[src/sv/fta_pkg.sv]
// Shared types and defaults for the frame table allocator.
package fta_pkg;

	localparam int FRAMES_DEF   = 64;
	localparam int AGE_BITS_DEF = 16;
	localparam int IDX_OUT_BITS = 6;

	typedef enum logic [1:0] {
		OP_MARK_USED = 2'd0,
		OP_MARK_FREE = 2'd1,
		OP_TOUCH     = 2'd2,
		OP_QUERY     = 2'd3
	} op_t;

	typedef struct packed {
		op_t                     operation;
		logic [IDX_OUT_BITS-1:0] frame_index;
	} req_t;

	typedef struct packed {
		logic                    free_found;
		logic [IDX_OUT_BITS-1:0] first_free;
		logic [IDX_OUT_BITS-1:0] victim;
	} rsp_t;

	// Update broadcast to every cell in the accept cycle.
	typedef struct packed {
		logic                    mark_used;
		logic                    mark_free;
		logic                    touch;
		logic [IDX_OUT_BITS-1:0] frame;
	} upd_t;

endpackage

[src/sv/fta_cell.sv]
// One frame cell: used bit, age, and one stage of the search chain.
module fta_cell #(
	parameter int CELL_IDX = 0,
	parameter int IDX_BITS = 6,
	parameter int AGE_BITS = fta_pkg::AGE_BITS_DEF
) (
	input  logic                clk,
	input  logic                arst_n,
	input  fta_pkg::upd_t       upd,
	input  logic                valid_in,
	input  logic                found_in,
	input  logic [IDX_BITS-1:0] first_in,
	input  logic [AGE_BITS-1:0] best_age_in,
	input  logic [IDX_BITS-1:0] best_idx_in,
	output logic                valid_out,
	output logic                found_out,
	output logic [IDX_BITS-1:0] first_out,
	output logic [AGE_BITS-1:0] best_age_out,
	output logic [IDX_BITS-1:0] best_idx_out
);

	localparam logic [IDX_BITS-1:0] MY_IDX = IDX_BITS'(CELL_IDX);

	logic                used_q;
	logic [AGE_BITS-1:0] age_q;
	logic                hit;
	logic                valid_q;
	logic                found_q;
	logic [IDX_BITS-1:0] first_q;
	logic [AGE_BITS-1:0] best_age_q;
	logic [IDX_BITS-1:0] best_idx_q;

	assign hit = (32'(upd.frame) == 32'(CELL_IDX));

	// Frame state: mark, free, or on a touch clear this frame's age if it is the one touched, else age it, saturating.
	always_ff @(posedge clk or negedge arst_n) begin
		if (!arst_n) begin
			used_q <= 1'b0;
			age_q  <= '0;
		end else begin
			if (hit && upd.mark_used) begin
				used_q <= 1'b1;
			end
			if (hit && upd.mark_free) begin
				used_q <= 1'b0;
			end
			if (upd.touch) begin
				if (hit) begin
					age_q <= '0;
				end else if (age_q != '1) begin
					age_q <= age_q + AGE_BITS'(1);
				end
			end
		end
	end

	// Search stage: merge this frame into the record passing by.
	always_ff @(posedge clk or negedge arst_n) begin
		if (!arst_n) begin
			valid_q <= 1'b0;
		end else begin
			valid_q <= valid_in;
		end
	end

	always_ff @(posedge clk) begin
		found_q    <= found_in | ~used_q;
		first_q    <= found_in ? first_in : MY_IDX;
		best_age_q <= (age_q > best_age_in) ? age_q : best_age_in;
		best_idx_q <= (age_q > best_age_in) ? MY_IDX : best_idx_in;
	end

	assign valid_out    = valid_q;
	assign found_out    = found_q;
	assign first_out    = first_q;
	assign best_age_out = best_age_q;
	assign best_idx_out = best_idx_q;

endmodule

[config.mk]
export PLATFORM = sky130hd
export DESIGN_NAME = fta_cell
export DESIGN_NICKNAME = d
export VERILOG_FILES = /design/src/sv/fta_pkg.sv /design/src/sv/fta_cell.sv
export SDC_FILE = /design/constraint.sdc
export NUM_CORES = 1
export LEC_CHECK = 0
export ABC_AREA = 1
export ABC_CLOCK_PERIOD_IN_PS = 2100
export BUFFER_PORTS_ARGS = -buffer_cell sky130_fd_sc_hd__buf_2
export CAP_MARGIN = 40
export CORE_AREA = 3 3 83 85
export DETAILED_ROUTE_END_ITERATION = 8
export DIE_AREA = 0 0 86 88
export PLACE_DENSITY = 0.73
export SLEW_MARGIN = 20
export SYNTH_ARGS = -nofsm -noshare
export SYNTH_HDL_FRONTEND = slang
export SYNTH_SLANG_ARGS = --single-unit
[constraint.sdc]
create_clock -name clk -period 2.1 [get_ports clk]
set_input_delay 0.105 -clock clk [delete_from_list [all_inputs] [get_ports clk]]
set_output_delay 0.105 -clock clk [all_outputs]
set_load 0.02 [all_outputs]
==> run_results.csv, run 1 <==
group,metric,value,unit
power_and_ir_drop,power_density,772.1,mW/mm^2
finish,finalNonFillerCells,488,
logic_synthesis,syn_inst,323,
placed_design,dp.cells,470,
min_path,min_path_type,"input pin to flip-flop",
timing,period_minus_slack,1.774,ns
logic_synthesis,ys_ff_latch,47,
job,drv_cap,0,
finish,nNetsFinal,468,
cts,clockRootBuffer,"clkbuf_8",
power_and_ir_drop,p_clk_frac,0.273,
global_route,grt_pass1_wl,8.970,mm
critical_path,cp_slowest_cell,"dfrtp_1",
finish,drive_above_1_share,0.2482,
finish,nFillCells,606,
logic_synthesis,yosys.area.top_type,"dfxtp_1",
critical_path,start_kind,"flip-flop",
global_route,antenna_found_initial,0,
finish,multiInputGateArea,0.001226,mm^2
logic_synthesis,yosys_warnings,0,
power_and_ir_drop,leakage,1.688,nW
routing,drt_wl_total,5.337,mm
global_route,grt_use_total,0.1477,
logic_synthesis,ys_top_cells_by_count,"nand2_1 (106), inv_1 (34), dfxtp_1 (29), nand3_1 (29), nor2_1 (25)",
logic_synthesis,synth-edff-count,0,
routing,viasPerCell,4.607,
timing,worstMarginPinSlew,0.4195,ns
status,status,"finished clean",
logic_synthesis,synth_area,0.002440,mm^2
critical_path,criticalPathCategory,"flip-flop to flip-flop",
logic_synthesis,synthTopCellsByArea,"dfxtp_1 (24%), dfrtp_1 (18%), nand2_1 (16%)",
logic_synthesis,yosysMostFrequentCell,"nand2_1",
timing,relSlewSlack,0.7182,
critical_path,cp.arrival,1.97,ns
power_and_ir_drop,power_switching,0.7723,mW
cts,cts_buffer_depth,2,
routing,drtPass1Iterations,4,
cts,postCtsSetupBuffers,0,
floorplan,rows,29,
timing,setup_viol,0,
cts,clk_latency,0.30,ns
power_and_ir_drop,switching_share,0.3208,
floorplan,die_height,88,um
floorplan,die-area,0.007568,mm^2
critical_path,endpoint_kind,"flip-flop",
power_and_ir_drop,seqPwrFrac,0.466,
finish,area_growth,27.79,%
critical_path,r2r-start,"age_q[11]",
floorplan,dieWidth,86,um
logic_synthesis,synthFlopType,"dfxtp_1",
finish,num_antenna_cells,0,
logic_synthesis,yosysTopAreaCellShare,0.2379,
power_and_ir_drop,vdd_drop_max,438.5,uV
timing,setup_ws,0.3256,ns
floorplan,start_util,0.3887,
routing,vias,2248,
logic_synthesis,seq_area_frac_synth,0.4226,
critical_path,crit_chain,"ha_1, a21oi_1, nand2_1, a21oi_1, nand2_1, buf_4, nand3_1, nand2_1",
timing,fin_tns_setup,0,ns
finish,seq_area,0.001031,mm^2
logic_synthesis,syn_avg_cell_area,7.554,um^2
timing,rsz0062_at_grt,"false",
placed_design,preCtsSetupSlack,0.2114,ns
critical_path,path_buf_inv,1,
routing,drtIter0Drc,52,
timing,slew_violations,0,
critical_path,critPathMaxFanout,22,
timing,fmax,0.5636,GHz
critical_path,slowest_delay,0.47,ns
cts,clock-sinks,47,
cts,clk_pin_slew,0.08,ns
timing,fin_crit_sh,0.8450,
critical_path,critical-path-top-delay-family,"flip-flops",
placed_design,port_buffers,70,
power_and_ir_drop,internal-power,1.635,mW
cts,htree_levels,2,
critical_path,critical_path.startpoint,"age_q[11]",
power_and_ir_drop,combPwrFrac,0.260,
global_route,grt_overflow,0,
routing,drcViolationCount,0,
timing,skew,0.009439,ns
critical_path,cp_data_required_time,2.30,ns
logic_synthesis,synth_nets,381,
logic_synthesis,synthArstFlopShare,0.3830,
timing,final_hold_viol_count,0,
routing,ant_nets,0,
min_path,hp-start,"best_age_in[4]",
placed_design,gp_congestion,0.9176,
floorplan,core_area,0.006277,mm^2
critical_path,worst_path_most_repeated_cell,"nand2_1",
cts,cts_tree,"yes",
placed_design,dpl.hpwl,4.093,mm
global_route,grt_max_degree,23,
cts,numCtsBuffers,5,
logic_synthesis,yosysUniqueCellTypes,31,
global_route,grt_pass1_vias,2076,
routing,routedWlPerCell,10.94,um
floorplan,io_pins,71,
layer usage:
layer,wire length (um),share of wire,GRT usage
met5,0,0,0
met4,106,0.020,0.06619
met3,342,0.064,0.03293
met2,2465,0.46,0.2439
met1,2423,0.45,0.1846
flip-flops by register name, indices dropped and copies added, names as in the netlist:
signal	count
age_q	16
best_age_out	16
best_idx_out	6
first_out	6
found_out	1
used_q	1
valid_out	1
power groups by stage:
stage                     Clock [mW]  Sequential, mW  Combinational, mW
after floorplan                    0            1.19              0.346
after global routing           0.706            1.14              0.732
after detailed placement           0            1.14              0.611
after CTS                      0.682            1.12              0.628
final                          0.658            1.12              0.626
after global placement             0            1.14              0.600
worst register-to-register path: stages (launching register included):
cell and delay [ns]:
dfrtp_1 0.47, ha_1 0.34, a21oi_1 0.16, nand2_1 0.08, a21oi_1 0.16, nand2_1 0.11, buf_4 0.22, nand3_1 0.09
nand2_1 0.06
cell type report:
type                            instances  share of cell area
Inverter                               37             0.04535
Clock inverter                          3             0.01404
Multi-Input combinational cell        231              0.3933
Clock buffer                            5             0.02207
Timing Repair Buffer                   88              0.1637
Sequential cell                        47              0.3307
Tap cell                               77             0.03090
layout by cell type, fill, tap and decap left out, types with 3 or more instances in the layout:
cell           instances
a21oi_1                8
buf_4                  8
clkbuf_8               5
nand2_1              105
buf_2                 70
nand2_2                4
a21boi_0               6
nand3_1               29
dlygate4sd3_1         10
ha_1                  17
xnor2_1                3
nor2_1                25
xor2_1                 7
dfxtp_1               29
dfrtp_1               18
inv_1                 34
o21ai_0                8
nand4_1                4
worst paths after layout:
kind | depth (start not counted) | endpoint | slack [ns]
max in group asynchronous | 2 | age_q[12] | 1.55
setup reg to reg | 8 | best_age_out[9] | 0.33
min in group asynchronous | 2 | age_q[6] | 0.26
setup / recovery | 8 | best_age_out[9] | 0.33
hold reg to reg | 1 | found_out | 0.45
hold / removal | 3 | best_age_out[4] | 0.01
stage by stage:
stage	cell area (um^2)	hold slack (ns)	utilization	power [mW]
after floorplan	2440	-0.1906	-	1.539
after global placement	2903	0.07030	0.4624	1.736
after detailed placement	2903	0.06697	0.4624	1.755
after CTS	3105	0.0003429	0.4947	2.433
after global routing	3118	0.01669	0.4967	2.583
final	3118	0.01015	0.4967	2.407
kinds of logic after synthesis:
kind of cell	synth area share
XOR/XNOR	0.03590
buffers and inverters	0.07590
AND/OR/NAND/NOR	0.3169
AO/OA/AOI/OAI	0.06154
adder cells (fa/ha/maj)	0.08718
flip-flops	0.4226
repair_timing:
action | 4_1_cts | 5_1_grt
hold buffers | 9 | 1
gates resized for setup | 0 | 1
endpoints found under the hold margin | 26 | 1
endpoints found under the setup margin | 0 | 7
No activity file was read; power rests on OpenSTA's default activity.
==> run 2, diff against run 1 <==
--- a/config.mk
+++ b/config.mk
@@ -6,13 +6,13 @@
 export NUM_CORES = 1
 export LEC_CHECK = 0
 export ABC_AREA = 1
-export ABC_CLOCK_PERIOD_IN_PS = 2100
+export ABC_CLOCK_PERIOD_IN_PS = 1600
 export BUFFER_PORTS_ARGS = -buffer_cell sky130_fd_sc_hd__buf_2
 export CAP_MARGIN = 40
 export CORE_AREA = 3 3 83 85
 export DETAILED_ROUTE_END_ITERATION = 8
 export DIE_AREA = 0 0 86 88
-export PLACE_DENSITY = 0.73
+export PLACE_DENSITY = 0.76
 export SLEW_MARGIN = 20
 export SYNTH_ARGS = -nofsm -noshare
 export SYNTH_HDL_FRONTEND = slang
==> constraint.sdc (replaced) <==
create_clock -name clk -period 1.6 [get_ports clk]
set_input_delay 0.08 -clock clk [delete_from_list [all_inputs] [get_ports clk]]
set_output_delay 0.08 -clock clk [all_outputs]
set_load 0.02 [all_outputs]
==> run 2 against run 1 <==
The run now ends with negative setup slack left; clock-buffer cell count unchanged; final cell count increased by 10%; sequential share of layout area decreased by 6.2 points; global-route usage increased by 2.7 points; first-iteration DRC count increased to 3.3 times the previous value; routed wire length increased by 37%; non-clock buffer count increased by 49; die area unchanged; register-to-register slack got worse by 0.48 ns; worst setup slack got worse by 0.48 ns; largest power group is now combinational logic; via count increased by 14%; critical path depth unchanged.
==> run_results.csv, run 2 (synthesized netlist as in run 1, its figures left out) <==
group,metric,value,unit
critical_path,cp.arrival,1.96,ns
global_route,grt_overflow,0,
global_route,grt_use_total,0.1751,
timing,fmax,0.5694,GHz
timing,relSlewSlack,0.7136,
timing,skew,0.01106,ns
cts,numCtsBuffers,5,
floorplan,die_height,88,um
routing,routedWlPerCell,13.66,um
finish,layout_commonest_cell,"nand2_1",
cts,clockRootBuffer,"clkbuf_8",
timing,rsz0062_at_grt,"true",
timing,setup_viol,22,
power_and_ir_drop,leakage,1.953,nW
floorplan,die-area,0.007568,mm^2
finish,area_growth,57.54,%
routing,vias,2568,
global_route,grt_pass1_vias,2363,
finish,nFillCells,506,
routing,drcViolationCount,0,
cts,clk_latency,0.30,ns
placed_design,preCtsSetupSlack,-0.1022,ns
timing,setup_ws,-0.1563,ns
cts,clock-sinks,47,
floorplan,dieWidth,86,um
timing,period_minus_slack,1.756,ns
min_path,min_path_type,"input pin to flip-flop",
cts,clk_pin_slew,0.09,ns
min_path,hold_depth,3,
critical_path,criticalPathCategory,"flip-flop to flip-flop",
global_route,top_usage_layer,"met2",
timing,slew_violations,0,
critical_path,endpoint_kind,"flip-flop",
timing,worstMarginPinSlew,0.4296,ns
cts,cts_buffer_depth,2,
critical_path,start_kind,"flip-flop",
finish,layout_common_cells,"nand2_1 (80), buf_2 (70), buf_4 (32)",
power_and_ir_drop,vdd_drop_max,590.9,uV
finish,nNetsFinal,517,
finish,drive_above_1_share,0.4043,
status,status,"finished with violations",
power_and_ir_drop,totalPowerFinal,3.588,mW
placed_design,dpl.hpwl,4.571,mm
finish,num_antenna_cells,0,
placed_design,gp_congestion,0.8583,
job,drv_cap,0,
timing,fin_crit_sh,1.098,
floorplan,core_area,0.006277,mm^2
routing,drt_wl_total,7.333,mm
routing,ant_nets,0,
timing,final_hold_viol_count,0,
routing,drtIter0Drc,170,
global_route,grtUsageMet2,0.3273,
critical_path,r2r_cells,8,
cts,htree_levels,2,
global_route,grt_util_met1,0.2015,
power_and_ir_drop,power_density,933.4,mW/mm^2
critical_path,cp_data_required_time,1.80,ns
floorplan,io_pins,71,
routing,drtPass1Iterations,4,
floorplan,rows,29,
routing,viasPerCell,4.782,
global_route,grt_max_degree,19,
critical_path,critPathMaxFanout,10,
global_route,met3_usage,0.02916,
cts,cts_tree,"yes",
floorplan,start_util,0.3887,
global_route,antenna_found_initial,0,
placed_design,port_buffers,70,
global_route,grt_pass1_wl,10.52,mm
status,violations,"negative setup slack",
==> run 2: what timing repair did <==
item,CTS,global route
resized for setup,32,46
setup endpoints to repair,22,38
endpoints found under the hold margin,41,1
hold buffers,23,1
buffers inserted,4,6
gates cloned,1,2
pin swaps,1,17
==> run 2: final timing paths <==
kind	slack (ns)	end	start
setup / recovery	-0.16	best_age_out[3]	age_q[13]
hold reg to reg	0.45	found_out	used_q
min in group asynchronous	0.24	age_q[5]	arst_n
setup reg to reg	-0.16	best_age_out[3]	age_q[13]
hold / removal	0.004	best_age_out[10]	best_age_in[10]
max in group asynchronous	1.05	age_q[0]	arst_n
==> run 2: critical path: stages (launching register included) <==
cell     delay (ns)
dfrtp_1        0.40
ha_1           0.31
a21oi_1        0.18
o21ai_1        0.11
a21oi_2        0.20
nand2_4        0.11
buf_4          0.20
nand3_1        0.10
nand2_2        0.06
==> run 2: per-stage QoR <==
step / util / setup TNS [ns] / hold WS [ns] / instances / area, um^2
6_report: 0.6123 / -2.370 / 0.004032 / 537 / 3844
5_1_grt: 0.6123 / -4.992 / 0.007378 / 537 / 3844
4_1_cts: 0.5715 / -0.5598 / -0.01318 / 529 / 3587
3_5_place_dp: 0.4947 / -1.340 / 0.04437 / 493 / 3105
3_3_place_gp: 0.4947 / -0.5620 / 0.04835 / 493 / 3105
2_1_floorplan: - / 0 / -0.2156 / 323 / 2449
==> run 2: layer usage <==
layer	part of all wire	wire [um]
met5	0	0
met4	0.018	129
met3	0.044	323
met2	0.55	4008
met1	0.39	2871
==> run 2: area by class of cell <==
type	instances	area [um^2]	area share
clock buffers	5	68.82	0.01790
well taps	77	96.34	0.02507
multi-input cells	231	1499	0.3900
flip-flops and latches	47	1031	0.2682
repair buffers	137	985.9	0.2565
inverters	37	143.9	0.03743
clock inverters	3	18.77	0.004883
==> run 2: report_power, final <==
part           switching, mW  internal (mW)  leakage, nW
clock network          0.413          0.308       0.0483
registers             0.0927           1.33        0.479
logic                  0.772          0.674         1.43
total                   1.28           2.31         1.95
==> run 3, diff against run 2 <==
--- a/config.mk
+++ b/config.mk
@@ -7,11 +7,12 @@
 export LEC_CHECK = 0
 export ABC_AREA = 1
 export ABC_CLOCK_PERIOD_IN_PS = 1600
-export BUFFER_PORTS_ARGS = -buffer_cell sky130_fd_sc_hd__buf_2
+export BUFFER_PORTS_ARGS = -buffer_cell sky130_fd_sc_hd__buf_4
 export CAP_MARGIN = 40
 export CORE_AREA = 3 3 83 85
 export DETAILED_ROUTE_END_ITERATION = 8
 export DIE_AREA = 0 0 86 88
+export GPL_ROUTABILITY_DRIVEN = 0
 export PLACE_DENSITY = 0.76
 export SLEW_MARGIN = 20
 export SYNTH_ARGS = -nofsm -noshare
==> run 3 against run 2 <==
The flow still finishes with violations (negative setup slack); first-iteration DRC count is 7.6% lower; flip-flop and latch count stayed put; global-route usage is 0.27 points lower; worst setup slack better by 0.050 ns; die area stayed put; clock skew is 0.0055 ns lower; core utilization is 2.2 points higher; routed wire length is 5.3% higher; fmax is 2.9% higher; combinational power is 3% lower; critical endpoint is now best_age_out[8].
==> run_results.csv, run 3 (synthesized netlist as in run 1, its figures left out) <==
group,metric,value,unit
critical_path,criticalPathCategory,"flip-flop to flip-flop",
global_route,grt_pass1_vias,2358,
min_path,min_path_type,"input pin to flip-flop",
timing,fin_tns_setup,-1.564,ns
status,violations,"negative setup slack",
floorplan,core_area,0.006277,mm^2
timing,slew_violations,0,
critical_path,start_kind,"flip-flop",
floorplan,start_util,0.3887,
finish,layout_commonest_cell,"buf_4",
critical_path,critPathMaxFanout,5,
power_and_ir_drop,power_density,911.4,mW/mm^2
floorplan,die_height,88,um
finish,nFillCells,485,
routing,drtPass1Iterations,6,
floorplan,die-area,0.007568,mm^2
routing,drtIter0Drc,157,
routing,routedWlPerCell,14.35,um
routing,routed.top_layer,"met4",
finish,drive_above_1_share,0.3905,
timing,setup_viol,26,
finish,layout_common_cells,"buf_4 (100), nand2_1 (85), inv_1 (32)",
job,drv_cap,0,
timing,final_hold_viol_count,0,
routing,met3WireLength,571,um
placed_design,port_buffers,70,
timing,rsz0062_at_grt,"true",
cts,htree_levels,2,
routing,ant_nets,0,
floorplan,rows,29,
cts,cts_tree,"yes",
finish,seq_area,0.001033,mm^2
timing,setup_ws,-0.1061,ns
global_route,grt_max_degree,19,
placed_design,preCtsSetupSlack,-0.06550,ns
cts,clock-sinks,47,
routing,vias,2720,
timing,worstMarginPinSlew,0.3349,ns
global_route,antenna_found_initial,0,
cts,numCtsBuffers,5,
global_route,grt_overflow,0,
timing,skew,0.005564,ns
timing,relSlewSlack,0.7743,
routing,viasPerCell,5.056,
power_and_ir_drop,vdd_drop_max,651.2,uV
global_route,grt_use_total,0.1725,
finish,final_core_util,0.6344,
cts,clk_pin_slew,0.09,ns
routing,drcViolationCount,0,
status,status,"finished with violations",
timing,fin_crit_sh,1.066,
routing,drt_wl_total,7.722,mm
critical_path,cp.arrival,1.91,ns
finish,nNetsFinal,518,
critical_path,cp_data_required_time,1.80,ns
placed_design,dpl.hpwl,4.579,mm
routing,wl_met1,2.888,mm
timing,period_minus_slack,1.706,ns
critical_path,endpoint_kind,"flip-flop",
timing,fmax,0.5861,GHz
placed_design,dp.cells,492,
routing,dr_wl_met2,4.020,mm
cts,clk_latency,0.30,ns
finish,area_growth,63.23,%
floorplan,io_pins,71,
finish,finalNonFillerCells,538,
power_and_ir_drop,leakage,2.032,nW
finish,multiInputGateArea,0.001455,mm^2
cts,cts_buffer_depth,2,
global_route,grt_pass1_wl,10.43,mm
finish,num_antenna_cells,0,
cts,clockRootBuffer,"clkbuf_8",
floorplan,dieWidth,86,um
-- run 3: cell types whose count changed in the layout (fill, tap and decap cells not counted), moves of 3 or more --
cell,delta
nand2_2,-3
nand2_4,-3
buf_2,-70
ha_4,-5
a21boi_2,+3
ha_1,+5
buf_4,+68
nand2_1,+5
o21ai_2,+3
a21boi_0,-3
buf_6,+4
-- run 3: worst paths after layout --
kind,depth (start not counted),end,start,slack [ns]
setup / recovery,9,best_age_out[8],age_q[9],-0.11
hold / removal,3,first_out[1],found_in,0.01
setup reg to reg,9,best_age_out[8],age_q[9],-0.11
hold reg to reg,1,found_out,used_q,0.44
max in group asynchronous,2,age_q[0],arst_n,1.20
min in group asynchronous,2,valid_out,arst_n,0.18
-- run 3: area by class of cell --
| class | instances | area share |
|---|---|---|
| Multi-Input combinational cell | 231 | 0.3654 |
| Timing Repair Buffer | 137 | 0.2853 |
| Sequential cell | 47 | 0.2595 |
| Inverter | 37 | 0.03801 |
| Clock buffer | 8 | 0.02545 |
| Tap cell | 77 | 0.02419 |
| Timing Repair inverter | 1 | 0.002199 |
-- run 3: what timing repair did --
action | CTS | global route
buffers inserted | 4 | 8
cloned | 0 | 2
pin swaps | 4 | 7
resized for setup | 16 | 66
hold buffers | 23 | 2
hold endpoints to repair | 42 | 2
endpoints found under the setup margin | 35 | 38
-- run 3: metrics by stage --
stage | instance area (um^2) | power (mW) | hold slack (ns)
floorplan | 2449 | 2.022 | -0.2156
global placement | 3248 | 2.474 | -0.03188
detailed placement | 3248 | 2.512 | -0.03223
CTS | 3696 | 3.404 | -0.01827
global route | 3983 | 3.832 | 0.008226
finish | 3983 | 3.630 | 0.01113
-- run 3: worst max-delay path, cell delays in order, from the launching register on --
cell and delay, ns:
dfrtp_1 0.42, ha_4 0.29, nand4_1 0.14, nor3_4 0.20, nand2_1 0.10, nand2_2 0.12, nand2_4 0.08, buf_4 0.16
nand2_1 0.06, nand2_1 0.04
-- run 3: report_power, final --
part           internal (mW)  leakage, nW  switching, mW  total (mW)
Sequential              1.33        0.477         0.0960        1.43
Combinational          0.679         1.50          0.727        1.41
Clock                  0.405       0.0506          0.392       0.797
Total                   2.41         2.03           1.22        3.63
-- run 3: per-layer routing --
layer | up-vias | track usage
li1 | 1296 | -
met1 | 1255 | 0.1926
met2 | 136 | 0.3210
met3 | 33 | 0.03575
met4 | 0 | 0.06475
met5 | - | 0
